==> src/rtl/pinball_board_io_decoder_defines.svh <==
// assertion macros for the pinball board i/o decoder
// used by the top level only; relies on clock and reset in the including scope
`ifndef PINBALL_BOARD_IO_DECODER_DEFINES_SVH
`define PINBALL_BOARD_IO_DECODER_DEFINES_SVH

// same-cycle implication, checked outside reset
`define PBD_ASSERT_NOW(label, ante, cons, msg) \
   label: assert property (@(posedge clock) disable iff (reset) (ante) |-> (cons)) \
      else $error(msg);

// next-cycle implication, checked outside reset
`define PBD_ASSERT_NEXT(label, ante, cons, msg) \
   label: assert property (@(posedge clock) disable iff (reset) (ante) |=> (cons)) \
      else $error(msg);

`endif

==> src/rtl/pbd_pkg.sv <==
// shared types, codes, constants and helper functions of the pinball board i/o decoder
// no dependencies
package pbd_pkg;

   localparam int RAM_DEPTH   = 256;
   localparam int RAM_AW      = $clog2(RAM_DEPTH);
   localparam int SWITCH_COLS = 8;
   localparam int SW_AW       = (SWITCH_COLS > 1) ? $clog2(SWITCH_COLS) : 1;
   localparam int DIGITS      = 8;
   localparam int SEG_W       = 7;

   localparam logic [7:0]  PORT1_RESET = 8'hff;
   localparam logic [15:0] SOL_HI_MASK = 16'hff00;
   localparam logic [15:0] SOL_LO_MASK = 16'h00ff;

   typedef enum logic [2:0] {
      CMD_PORT_RD = 3'd0,
      CMD_PORT_WR = 3'd1,
      CMD_P1_WR   = 3'd2,
      CMD_P2_WR   = 3'd3,
      CMD_P1_RD   = 3'd4,
      CMD_P2_RD   = 3'd5,
      CMD_FRAME   = 3'd6,
      CMD_SW_SET  = 3'd7
   } cmd_type;

   // select nibble codes (high nibble of the port 2 latch)
   localparam logic [3:0] SEL_SWITCH   = 4'd0;
   localparam logic [3:0] SEL_SOL_BANK = 4'd1;
   localparam logic [3:0] SEL_SOL_DATA = 4'd2;
   localparam logic [3:0] SEL_BLANK    = 4'd3;
   localparam logic [3:0] SEL_DIP_A    = 4'd4;
   localparam logic [3:0] SEL_DIP_B    = 4'd5;
   localparam logic [3:0] SEL_DIP_D    = 4'd6;
   localparam logic [3:0] SEL_DIP_C    = 4'd7;
   localparam logic [3:0] SEL_SEG0     = 4'd8;
   localparam logic [3:0] SEL_SEG1     = 4'd9;
   localparam logic [3:0] SEL_SEG2     = 4'd10;
   localparam logic [3:0] SEL_SEG3     = 4'd11;
   localparam logic [3:0] SEL_LAMP     = 4'd12;
   localparam logic [3:0] SEL_STROBE   = 4'd13;
   localparam logic [3:0] SEL_RAM_WR   = 4'd14;

   typedef enum logic [1:0] {
      REG_DIP_A = 2'd0,
      REG_DIP_B = 2'd1,
      REG_DIP_C = 2'd2,
      REG_DIP_D = 2'd3
   } reg_index_type;

   typedef struct packed {
      logic [2:0] cmd;
      logic [7:0] offset;
      logic [7:0] data;
   } req_type;

   typedef struct packed {
      logic [7:0]              read_data;
      logic [15:0]             solenoid_drive;
      logic                    strobe_valid;
      logic [2:0]              strobe_column;
      logic [7:0]              lamp_bits;
      logic [DIGITS*SEG_W-1:0] digit_segments;
   } rsp_type;

   typedef logic [RAM_AW-1:0] ram_addr_type;
   typedef ram_addr_type ram_index_table_type [256];

   // 7448-style segment patterns
   localparam logic [SEG_W-1:0] SEG7_TABLE [16] = '{
      7'h3f, 7'h06, 7'h5b, 7'h4f, 7'h66, 7'h6d, 7'h7c, 7'h07,
      7'h7f, 7'h67, 7'h58, 7'h4c, 7'h62, 7'h69, 7'h78, 7'h00
   };

   // port offset folded into the ram depth, built at elaboration
   function automatic ram_index_table_type build_ram_index_table();
      ram_index_table_type t;
      for (int i = 0; i < 256; i++) begin
         t[i] = RAM_AW'(i % RAM_DEPTH);
      end
      return t;
   endfunction

   localparam ram_index_table_type RAM_INDEX_TABLE = build_ram_index_table();

   function automatic logic [2:0] lowest_bit(input logic [7:0] v);
      logic [2:0] r;
      r = '0;
      for (int i = 7; i >= 0; i--) begin
         if (v[i]) begin
            r = 3'(i);
         end
      end
      return r;
   endfunction

   function automatic logic [7:0] reverse8(input logic [7:0] v);
      logic [7:0] r;
      for (int i = 0; i < 8; i++) begin
         r[7-i] = v[i];
      end
      return r;
   endfunction

endpackage

==> src/rtl/pinball_board_io_decoder.sv <==
// pinball board i/o decoder top level; uses pbd_pkg, pbd_ram and the assertion macro header
// items pass stage 1, then the output register; one item per cycle when not stalled
// the scratch ram read (synchronous, registered) sets the two-stage depth
// reset (synchronous, active high) restores all latches and starts a ram clearing pass
// over all RAM_DEPTH (256) words, during which req_stall stays high; csr writes still land
`include "pinball_board_io_decoder_defines.svh"

module pinball_board_io_decoder (
   input  logic            clock,
   input  logic            reset,
   input  logic            req_valid,
   output logic            req_stall,
   input  pbd_pkg::req_type req_item,
   output logic            rsp_valid,
   input  logic            rsp_stall,
   output pbd_pkg::rsp_type rsp_item,
   input  logic            csr_we,
   input  logic [1:0]      csr_index,
   input  logic [7:0]      csr_wdata
);

   import pbd_pkg::*;

   // configuration registers
   logic [7:0] dip_a_ff, dip_b_ff, dip_c_ff, dip_d_ff;

   // architectural latches
   logic [7:0]  port1_ff, port1_in;
   logic [7:0]  port2_ff, port2_in;
   logic [7:0]  sol_bank_ff, sol_bank_in;
   logic [15:0] sol_latch_ff, sol_latch_in;
   logic [15:0] sol_pub_ff, sol_pub_in;
   logic        parity_ff, parity_in;
   logic [7:0]  lamp_ff, lamp_in;
   logic [7:0]  blank_ff, blank_in;
   logic [7:0]  seg_ff [4];
   logic [7:0]  seg_in [4];
   logic [7:0]  sw_ff [SWITCH_COLS];
   logic [7:0]  sw_in [SWITCH_COLS];

   // ram clearing pass after reset
   logic         clearing_ff, clearing_in;
   ram_addr_type clear_ptr_ff, clear_ptr_in;

   // stage 1: item decoded, ram read in flight
   logic    s1_valid_ff, s1_valid_in;
   rsp_type s1_rsp_ff, s1_rsp_in;
   logic    s1_use_ram_ff, s1_use_ram_in;

   // output register
   logic    rsp_valid_ff, rsp_valid_in;
   rsp_type rsp_item_ff, rsp_item_in;

   // handshake
   logic out_ready;
   logic s1_adv;
   logic req_accept;

   // ram port
   logic         ram_we;
   ram_addr_type ram_waddr;
   logic [7:0]   ram_wdata;
   ram_addr_type ram_idx;
   logic [7:0]   ram_rdata;

   // decode helpers
   logic [3:0]              sel;
   logic [2:0]              sw_col;
   logic [7:0]              sw_row;
   logic [7:0]              seg_byte;
   logic [3:0]              seg_nib;
   logic [DIGITS*SEG_W-1:0] segs;

   // ------------------------------------------------------------------
   // handshake: output register frees stage 1, stage 1 frees the input
   // ------------------------------------------------------------------
   assign out_ready  = !rsp_valid_ff || !rsp_stall;
   assign s1_adv     = s1_valid_ff && out_ready;
   assign req_stall  = clearing_ff || (s1_valid_ff && !out_ready);
   assign req_accept = req_valid && !req_stall;

   assign sel     = port2_ff[7:4];
   assign ram_idx = RAM_INDEX_TABLE[req_item.offset];

   // switch row seen by a port read: column from the active-low port 1 strobe
   assign sw_col = lowest_bit(~port1_ff);
   assign sw_row = (int'(sw_col) < SWITCH_COLS) ? sw_ff[sw_col[SW_AW-1:0]] : 8'h00;

   // display digits: two bcd nibbles per latch, blanked by mask bit
   always_comb begin
      segs     = '0;
      seg_byte = '0;
      seg_nib  = '0;
      for (int k = 0; k < DIGITS; k++) begin
         seg_byte = seg_ff[k/2];
         seg_nib  = (k % 2 == 1) ? seg_byte[7:4] : seg_byte[3:0];
         segs[SEG_W*k +: SEG_W] = blank_ff[k] ? '0 : SEG7_TABLE[seg_nib];
      end
   end

   // ------------------------------------------------------------------
   // item decode: all latch updates happen at the transfer edge, so the
   // next item (accepted at a later transfer) always sees them; the ram is
   // written here too, so a read of the next item sees the new byte
   // ------------------------------------------------------------------
   always_comb begin
      port1_in      = port1_ff;
      port2_in      = port2_ff;
      sol_bank_in   = sol_bank_ff;
      sol_latch_in  = sol_latch_ff;
      sol_pub_in    = sol_pub_ff;
      parity_in     = parity_ff;
      lamp_in       = lamp_ff;
      blank_in      = blank_ff;
      seg_in        = seg_ff;
      sw_in         = sw_ff;
      s1_use_ram_in = 1'b0;
      s1_rsp_in     = '0;
      ram_we        = 1'b0;
      ram_waddr     = ram_idx;
      ram_wdata     = req_item.data;

      unique case (cmd_type'(req_item.cmd))
         CMD_PORT_RD: begin
            unique case (sel)
               SEL_SWITCH: s1_rsp_in.read_data = ~reverse8(sw_row);
               SEL_DIP_A:  s1_rsp_in.read_data = dip_a_ff;
               SEL_DIP_B:  s1_rsp_in.read_data = dip_b_ff;
               SEL_DIP_D:  s1_rsp_in.read_data = dip_d_ff;
               SEL_DIP_C:  s1_rsp_in.read_data = dip_c_ff;
               default:    s1_use_ram_in = 1'b1;
            endcase
         end
         CMD_PORT_WR: begin
            unique case (sel)
               SEL_SWITCH, SEL_RAM_WR: ram_we = 1'b1;
               SEL_SOL_BANK: begin
                  sol_bank_in = req_item.data;
                  if (req_item.data == 8'h00) begin
                     sol_latch_in = '0;
                  end
               end
               SEL_SOL_DATA: begin
                  if (sol_bank_ff != 8'h00) begin
                     parity_in = 1'b0;
                     if (sol_bank_ff[0]) begin
                        sol_latch_in = (sol_latch_in & SOL_HI_MASK) | {8'h00, req_item.data};
                     end
                     if (sol_bank_ff[1]) begin
                        sol_latch_in = (sol_latch_in & SOL_LO_MASK) | {req_item.data, 8'h00};
                     end
                     // nonzero data publishes at once
                     if (req_item.data != 8'h00) begin
                        sol_pub_in = sol_latch_in;
                     end
                  end
               end
               SEL_BLANK: blank_in = ~req_item.data;
               SEL_SEG0:  seg_in[0] = req_item.data;
               SEL_SEG1:  seg_in[1] = req_item.data;
               SEL_SEG2:  seg_in[2] = req_item.data;
               SEL_SEG3:  seg_in[3] = req_item.data;
               SEL_LAMP:  lamp_in = req_item.data;
               SEL_STROBE: begin
                  s1_rsp_in.strobe_valid   = 1'b1;
                  s1_rsp_in.strobe_column  = lowest_bit(req_item.data);
                  s1_rsp_in.lamp_bits      = lamp_ff;
                  s1_rsp_in.digit_segments = segs;
               end
               default: ;
            endcase
         end
         CMD_P1_WR: port1_in = req_item.data;
         CMD_P2_WR: port2_in = req_item.data;
         CMD_P1_RD: s1_rsp_in.read_data = port1_ff;
         CMD_P2_RD: s1_rsp_in.read_data = port2_ff;
         CMD_FRAME: begin
            // publish on every second tick
            parity_in = ~parity_ff;
            if (parity_ff) begin
               sol_pub_in = sol_latch_ff;
            end
         end
         CMD_SW_SET: begin
            if (int'(req_item.offset) < SWITCH_COLS) begin
               sw_in[req_item.offset[SW_AW-1:0]] = req_item.data;
            end
         end
      endcase

      s1_rsp_in.solenoid_drive = sol_pub_in;

      // the clearing pass owns the write port; no transfer happens meanwhile
      if (clearing_ff) begin
         ram_we    = 1'b1;
         ram_waddr = clear_ptr_ff;
         ram_wdata = '0;
      end else if (!req_accept) begin
         ram_we = 1'b0;
      end
   end

   pbd_ram #(
      .WIDTH (8),
      .DEPTH (RAM_DEPTH)
   ) u_scratch_ram (
      .clock (clock),
      .we    (ram_we),
      .waddr (ram_waddr),
      .wdata (ram_wdata),
      .re    (req_accept),
      .raddr (ram_idx),
      .rdata (ram_rdata)
   );

   // ------------------------------------------------------------------
   // pipeline and clearing control
   // ------------------------------------------------------------------
   always_comb begin
      clearing_in  = clearing_ff;
      clear_ptr_in = clear_ptr_ff;
      if (clearing_ff) begin
         clear_ptr_in = clear_ptr_ff + 1'b1;
         if (clear_ptr_ff == RAM_AW'(RAM_DEPTH - 1)) begin
            clearing_in = 1'b0;
         end
      end

      if (req_accept) begin
         s1_valid_in = 1'b1;
      end else if (s1_adv) begin
         s1_valid_in = 1'b0;
      end else begin
         s1_valid_in = s1_valid_ff;
      end

      // ram data is held by the ram while stage 1 waits
      rsp_valid_in = out_ready ? s1_valid_ff : rsp_valid_ff;
      rsp_item_in  = s1_rsp_ff;
      if (s1_use_ram_ff) begin
         rsp_item_in.read_data = ram_rdata;
      end
   end

   always_ff @(posedge clock) begin
      if (reset) begin
         clearing_ff  <= 1'b1;
         clear_ptr_ff <= '0;
         s1_valid_ff  <= 1'b0;
         rsp_valid_ff <= 1'b0;
      end else begin
         clearing_ff  <= clearing_in;
         clear_ptr_ff <= clear_ptr_in;
         s1_valid_ff  <= s1_valid_in;
         rsp_valid_ff <= rsp_valid_in;
      end
   end

   // payload registers
   always_ff @(posedge clock) begin
      if (req_accept) begin
         s1_rsp_ff     <= s1_rsp_in;
         s1_use_ram_ff <= s1_use_ram_in;
      end
      if (s1_adv) begin
         rsp_item_ff <= rsp_item_in;
      end
   end

   // latches, updated on each transfer
   always_ff @(posedge clock) begin
      if (reset) begin
         port1_ff     <= PORT1_RESET;
         port2_ff     <= '0;
         sol_bank_ff  <= '0;
         sol_latch_ff <= '0;
         sol_pub_ff   <= '0;
         parity_ff    <= 1'b0;
         lamp_ff      <= '0;
         blank_ff     <= '0;
         seg_ff       <= '{default: '0};
         sw_ff        <= '{default: '0};
      end else if (req_accept) begin
         port1_ff     <= port1_in;
         port2_ff     <= port2_in;
         sol_bank_ff  <= sol_bank_in;
         sol_latch_ff <= sol_latch_in;
         sol_pub_ff   <= sol_pub_in;
         parity_ff    <= parity_in;
         lamp_ff      <= lamp_in;
         blank_ff     <= blank_in;
         seg_ff       <= seg_in;
         sw_ff        <= sw_in;
      end
   end

   // dip switch registers
   always_ff @(posedge clock) begin
      if (reset) begin
         dip_a_ff <= '0;
         dip_b_ff <= '0;
         dip_c_ff <= '0;
         dip_d_ff <= '0;
      end else if (csr_we) begin
         unique case (reg_index_type'(csr_index))
            REG_DIP_A: dip_a_ff <= csr_wdata;
            REG_DIP_B: dip_b_ff <= csr_wdata;
            REG_DIP_C: dip_c_ff <= csr_wdata;
            REG_DIP_D: dip_d_ff <= csr_wdata;
         endcase
      end
   end

   assign rsp_valid = rsp_valid_ff;
   assign rsp_item  = rsp_item_ff;

   // ------------------------------------------------------------------
   // assertions
   // ------------------------------------------------------------------
   `PBD_ASSERT_NEXT(a_accept_fills_s1, req_accept, s1_valid_ff, "transfer did not reach stage 1")
   `PBD_ASSERT_NEXT(a_s1_holds, s1_valid_ff && !out_ready, s1_valid_ff && $stable(s1_rsp_ff), "stage 1 lost a waiting item")
   `PBD_ASSERT_NOW(a_clear_length, $fell(clearing_ff), $past(clear_ptr_ff) == RAM_AW'(RAM_DEPTH - 1), "ram clearing pass ended early")
   `PBD_ASSERT_NEXT(a_s1_to_out, s1_adv, rsp_valid_ff, "stage 1 item not moved to output")

endmodule

==> src/rtl/pbd_ram.sv <==
// generic single-port-write, single-port-read ram with registered read data
// no dependencies
module pbd_ram #(
   parameter int WIDTH = 8,
   parameter int DEPTH = 256
) (
   input  logic                     clock,
   input  logic                     we,
   input  logic [$clog2(DEPTH)-1:0] waddr,
   input  logic [WIDTH-1:0]         wdata,
   input  logic                     re,
   input  logic [$clog2(DEPTH)-1:0] raddr,
   output logic [WIDTH-1:0]         rdata
);

   logic [WIDTH-1:0] mem_ff [DEPTH];
   logic [WIDTH-1:0] rdata_ff;

   always_ff @(posedge clock) begin
      if (we) begin
         mem_ff[waddr] <= wdata;
      end
      // read data holds while no read is issued
      if (re) begin
         rdata_ff <= mem_ff[raddr];
      end
   end

   assign rdata = rdata_ff;

endmodule
==> config.mk <==
export PLATFORM = sky130hd
export DESIGN_NAME = pinball_board_io_decoder
export DESIGN_NICKNAME = d
export VERILOG_FILES = /design/src/rtl/pbd_pkg.sv /design/src/rtl/pinball_board_io_decoder.sv /design/src/rtl/pbd_ram.sv
export VERILOG_INCLUDE_DIRS = /design/src /design/src/rtl
export SDC_FILE = /design/constraint.sdc
export NUM_CORES = 2
export LEC_CHECK = 0
export BUFFER_PORTS_ARGS = -buffer_cell sky130_fd_sc_hd__buf_4
export CAP_MARGIN = 0
export CORE_MARGIN = 1.5
export CORE_UTILIZATION = 40
export CTS_CLUSTER_DIAMETER = 60
export DETAILED_ROUTE_END_ITERATION = 10
export REMOVE_ABC_BUFFERS = 1
export SLEW_MARGIN = 5
export SYNTH_ARGS = -nofsm -noshare
export SYNTH_HDL_FRONTEND = slang
export SYNTH_SLANG_ARGS = --single-unit
==> constraint.sdc <==
create_clock -name clock -period 11.3 [get_ports clock]
set_clock_uncertainty 0.05 [all_clocks]
set_input_delay 1.13 -clock clock [delete_from_list [all_inputs] [get_ports clock]]
set_output_delay 1.13 -clock clock [all_outputs]
set_load 0.02 [all_outputs]
# --- After elaboration in Yosys (flattened, before gate mapping) ---
# Memories as Yosys holds them, arrays and structs flattened. A register that Yosys moved wholly into a read port is not among the register bits.
# Cells that the tools add are included.
word_totals:
  reg_bits: 397
  ram_bits: 2048
  mem_bits_ro: 2944
  inputBits: 34
  n_memories: 10
op_classes:
  addsub: 1
  magnitude_cmp: 13
  n_eq_ne: 29
  mux: 81
  n_bitwise: 19
  n_reduce_logical: 49
mem_list:
  columns: ["name", "depth", "word_bits", "read_ports", "rd_ports_with_merged_regs", "wr", "line", "text"]
  rows:
  - ["(no name shown)", 256, 8, 1, 0, 0, "pinball_board_io_decoder.sv:83", "assign ram_idx = RAM_INDEX_TABLE[req_item.offset];"]
  - ["u_scratch_ram.mem_ff", 256, 8, 1, 1, 1, "pbd_ram.sv:16", "logic [WIDTH-1:0] mem_ff [DEPTH];"]
  - ["(no name shown)", 16, 7, 1, 0, 0, "pinball_board_io_decoder.sv:97", "segs[SEG_W*k +: SEG_W] = blank_ff[k] ? '0 : SEG7_TABLE[seg_nib];"]
  - ["(no name shown)", 16, 7, 1, 0, 0, "pinball_board_io_decoder.sv:97", null]
  - ["(no name shown)", 16, 7, 1, 0, 0, "pinball_board_io_decoder.sv:97", null]
  - ["(no name shown)", 16, 7, 1, 0, 0, "pinball_board_io_decoder.sv:97", null]
  - ["4 more memories", null, null, null, null, null, null, null]
op_table:
  columns: ["cell", "n"]
  rows:
  - ["$mux W16", 11]
  - ["$mux W7", 24]
  - ["$mux W68", 1]
  - ["$bwmux W64", 1]
  - ["$mux W8", 8]
  - ["$pmux W16 S2", 2]
  - ["$mux W3", 16]
  - ["$ge A5 B5 Y1 const B", 8]
  - ["$not A4 Y5", 8]
  - ["$pmux W8 S5", 1]
  - ["$eq A4 B4 Y1 const B", 7]
  - ["$reduce_or A3 Y1", 9]
  - ["$bmux W8 S3", 1]
  - ["$demux W8 S3", 1]
  - ["$not A8 Y8", 3]
  - ["$pmux W8 S3", 1]
  - ["$reduce_and A3 Y1", 8]
  - ["$eq A4 B3 Y1 const B", 4]
  - ["$or A16 B8 Y16", 1]
  - ["$or A8 B16 Y16", 1]
  - ["$reduce_bool A8 Y1", 2]
  - ["$reduce_and A2 Y1", 7]
  - ["$mux W1", 13]
  - ["$eq A3 B3 Y1 const B", 4]
  - ["other kinds (32)", 50]

# --- Logic depth before layout (Yosys ltp) ---
logic_depth:
  ltp_word: 16
  mapped_depth: 13

# --- Hierarchy ---
# Synthesis repeated with hierarchy kept, for this count alone.
unflattened:
  hier_cells: 5318
  area_unflattened_um2: 96766.6
by_module_without_submodules:
  columns: ["mod", "n_inst", "cells_each", "area_per_inst_um2", "seq_area_each_um2"]
  rows:
  - ["pbd_ram", 1, 3733, 79636.4, 61739.2]
  - ["pinball_board_io_decoder", 1, 1585, 17130.2, 9799.4]

# --- Worst setup path after synthesis ---
# OpenSTA, ideal clock, no wires.
synth_timing:
  kind: "input to register"
  startpoint: "input req_item[4] (netlist bit)"
  endpoint: "memory u_scratch_ram.mem_ff[0][4] (data pin)"
  setup_time_ns: 1.454
  t_arrival_ns: 7.903
  path_slack_ns: 1.894
  path_stages: 3
  path_buffers: 2
  cell_sequence: "clkbuf_1 > clkbuf_1 > nor2b_1"
synth_via:
  elab_chain_cells: 1
synth_lines:
  columns: ["element", "line", "text"]
  rows:
  - ["start: declaration", "pinball_board_io_decoder.sv:13", "input pbd_pkg::req_type req_item,"]
  - ["$mux W8", "pinball_board_io_decoder.sv:194", "if (clearing_ff) begin"]
  - ["net ram_wdata[4]", "pinball_board_io_decoder.sv:62", "logic [7:0] ram_wdata;"]
  - ["end: declaration", "pbd_ram.sv:16", null]
# The timed path passes the listed nets, and every way through them passes these cells.

# --- Worst setup path in the final report ---
layout_timing:
  startpoint: "input req_item[10] (netlist bit)"
  endpoint: "register u_scratch_ram.rdata_ff[1], in the netlist u_scratch_ram.rdata[1], read port of u_scratch_ram.mem_ff (data pin)"
layout_via:
  elab_chain_cells: 4
layout_lines:
  columns: ["element", "line", "text"]
  rows:
  - ["$not A8 Y9 (implied by the code)", "pinball_board_io_decoder.sv:83", null]
  - ["$mem_v2 Z256 W8", null, null]
  - ["$mux W8 (implied by the code) (2 in a row)", "pinball_board_io_decoder.sv:83", null]
  - ["end: declaration", "pbd_ram.sv:17", "logic [WIDTH-1:0] rdata_ff;"]
# Every way passes these cells. The select of a mux whose other input is x is not followed.
# A chain may end at the register's enable or synchronous reset.

==> run_results.csv <==
group,metric,value,unit
die,fp.dieArea,245400,µm²
worst_setup_path,cp-start-kind,"input port",
synthesis,ys_warn_count,0,
pwr,vdd_ir_drop_max,0.1484,mV
pwr,clockPowerShare,0.428,
worst_setup_path,critPathLaunch,"req_item[10]",
die,dieHeight,495.4,µm
drt,viasPerCell,6.180,
synthesis,synth_cells,6169,
clock_tree,cts_hold_buf,0,
sta,worstMarginPinSlew,1451,ps
placement,post-dp-hpwl,177900,µm
sta,setup_viol,0,
clock_tree,cts_tree,"yes",
sta,timing.final.crit_share,0.4896,
clock_tree,cts_buffers,236,
drt,wl_per_cell,31.78,µm
clock_tree,cts_setup_buffers,0,
worst_setup_path,crit_path_end_kind,"register",
sta,period_minus_slack,5532,ps
layout,fill_cells,20790,
layout,fin_area,108700,µm²
placement,port_buffers,127,
worst_setup_path,reg2regPathDepth,8,
drt,drt_iter0_markers,8263,
worst_setup_path,r2r-end,"u_scratch_ram.mem_ff[87][3]",
worst_setup_path,crit_path_frequent_cell,"buf_4",
worst_setup_path,worstPathMaxFanout,63,
status,status,"finished, final reports clean",
synthesis,synthFlopType,"edfxtp_1",
sta,slew_violations,0,
drt,firstDrtPassIters,6,
clock_tree,clockBufferDepth,3,
drt,totalWireLength,305300,µm
layout,layout_commonest_cell,"edfxtp_1",
synthesis,ys_seq_area_frac,0.7376,
grt,grt_max_degree,196,
drt,vias,59370,
clock_tree,cts.repair.resized,0,
clock_tree,cts_sinks,2453,
clock_tree,root_buffer,"clkbuf_16",
placement,globalplace.congestion,0.8886,
pwr,switching_share,0.2227,
placement,placed_area,100900,µm²
drt,drcViolationCount,0,
grt,grt_first_pass_wirelength,428000,µm
worst_setup_path,cp_num_buf_inv,3,
grt,antenna_found_initial,9,
worst_hold_path,hold_depth,0,
synthesis,synth_cell_types,92,
worst_setup_path,reg2reg_slack,6930,ps
sta,grt_setup_unrepaired,"false",
worst_hold_path,hp-class,"reg2reg",
worst_setup_path,cpPeakStageDelay,930,ps
layout,fin_nets,6302,
worst_setup_path,path_cells,"buf_8 > buf_4 > and3b_4 > buf_4 > a22oi_1 > nand2_1 > a21oi_1 > o311ai_1 > o21ai_0 > a31oi_1",
pwr,cellPowerDensity,170.7,nW/µm²
synthesis,synth-edff-count,2241,
sta,fmax,0.1808,GHz
sta,slew_headroom,0.02632,
clock_tree,cts.clk_slew.worst_paths,60,ps
pwr,p_leak,35.20,nW
layout,syn2layout_area_growth,12.04,%
synthesis,synth.avg_cell_area,15.72,µm²
die,fp.dieW,495.4,µm
run,drv_cap,0,
drt,ant_nets,0,
clock_tree,clk_latency,910,ps
sta,hold_viol,0,
grt,grt_use_total,0.2431,
worst_hold_path,hold_path_end,"rsp_item[28]",
synthesis,synth.cell_area,96990,µm²
worst_setup_path,r2r_start,"rsp_valid",
clock_tree,h-tree-depth,4,
worst_hold_path,hp-start,"rsp_item_in[28]",
sta,tns,0,ps
die,start_util,0.4029,
layout,final_layout_size_suffix_gt1_frac,0.1456,
worst_setup_path,crit_type,"in2reg",
die,row_count,180,
pwr,switchingPower,4.132,mW
grt,grt.overflow.total,0,
worst_setup_path,crit_arrival,6230,ps
synthesis,async_flop_share,0,
synthesis,synth_seq_cells,2453,
grt,grt_pass1_vias,56320,
pwr,p_int,14.42,mW
die,core_area,240800,µm²
die,ios,128,
pwr,p_comb_frac,0.046,
worst_setup_path,crit_family,"compound AO/OA/AOI/OAI gates",
worst_setup_path,critPathRequiredTime,12000,ps
worst_setup_path,crit_slowest_cell,"o311ai_1",
layout,mostFrequentLayoutCells,"edfxtp_1, nor2_1, nand2_1",
sta,timing.hold.ws,322.1,ps
pwr,pwr-share-seq,0.527,
## metrics by stage
stage | cells | utilization | worst slack, ps | power, mW
2_1_floorplan | 5723 | - | 2529 | 10.31
3_3_place_gp | 9165 | 0.4192 | 4973 | 10.79
3_5_place_dp | 9166 | 0.4193 | 5076 | 10.79
4_1_cts | 9602 | 0.4513 | 6015 | 18.57
5_1_grt | 9602 | 0.4513 | 5920 | 18.96
6_report | 9606 | 0.4514 | 5768 | 18.55
## cells by family after synthesis
kind of cell	Yosys count	synth area share
AOI/OAI and AO/OA	1387	0.1049
and+or+nand+nor	1173	0.05143
muxes	589	0.07324
adders and majority gates	49	0.006321
DFF	2453	0.7376
xor gates and xnor gates	4	0.0003613
buffers and inverters	514	0.02615
## metal layers
layer	vias up	GRT usage	routed length, µm
li1	24510	-	-
met4	12	0.09471	13170
met3	651	0.05759	34620
met2	3913	0.3719	137200
met1	30280	0.3352	120300
met5	-	0	79
## cell usage after synthesis (60+ instances only)
master | instances | area (µm²)
buf_4 | 60 | 450.4
mux2_2 | 207 | 2331
buf_2 | 134 | 670.6
a221o_1 | 60 | 600.6
mux4_2 | 75 | 1689
clkbuf_1 | 194 | 728.2
nor2_1 | 570 | 2140
edfxtp_1 | 2241 | 67290
a22oi_1 | 211 | 1584
o21ai_0 | 148 | 740.7
dfxtp_1 | 212 | 4244
a221oi_1 | 169 | 1480
mux2i_1 | 302 | 3023
inv_1 | 66 | 247.7
nand2_1 | 365 | 1370
a21oi_1 | 291 | 1456
## registers in the layout, indices dropped and copies added, names as in the netlist, 16 cells and up
signal / flops
rsp_item: 92
rsp_item_in: 84
seg_ff: 24
sol_latch_ff: 16
sol_pub_ff: 16
sw_ff: 64
u_scratch_ram.mem_ff: 2048
## cell type report
cell class                 count  area [µm²]  share of cell area
sequential                  2453       71540              0.6584
antenna                        4       10.01          0.00009211
timing repair buffer         258        2057             0.01893
tap                         3185        3985             0.03667
multi-input combinational   3202       23100              0.2126
clock inverter               139        1478             0.01360
inverter                      68       267.8            0.002464
clock buffer                 297        6231             0.05734
## worst reg2reg max path, cell delays in order (launching register included)
cell and delay (ps):
dfxtp_1 370, a31oi_1 220, nand2_1 230, nor2_1 370, a21oi_1 400, nor2_1 340, nand2_1 550, buf_4 450
nor2_1 940
## worst max path at each step
stage,cells after the start,end,slack (ps)
floorplan,1,u_scratch_ram.mem_ff[0][0],2530
global placement,10,u_scratch_ram.rdata[1],4970
detailed placement,10,u_scratch_ram.rdata[1],5080
CTS,10,u_scratch_ram.rdata[1],6020
global route,10,u_scratch_ram.rdata[1],5920
finish,10,u_scratch_ram.rdata[1],5770
## power by group through the flow
| stage | Clock [mW] | Combinational [mW] | Sequential, mW |
|---|---|---|---|
| after floorplan | 0 | 0.342 | 9.97 |
| after global placement | 0 | 0.821 | 9.97 |
| after detailed placement | 0 | 0.821 | 9.97 |
| after CTS | 7.98 | 0.824 | 9.77 |
| after global routing | 8.33 | 0.859 | 9.77 |
| final | 7.93 | 0.848 | 9.77 |
(Power assumes the default switching activity.)
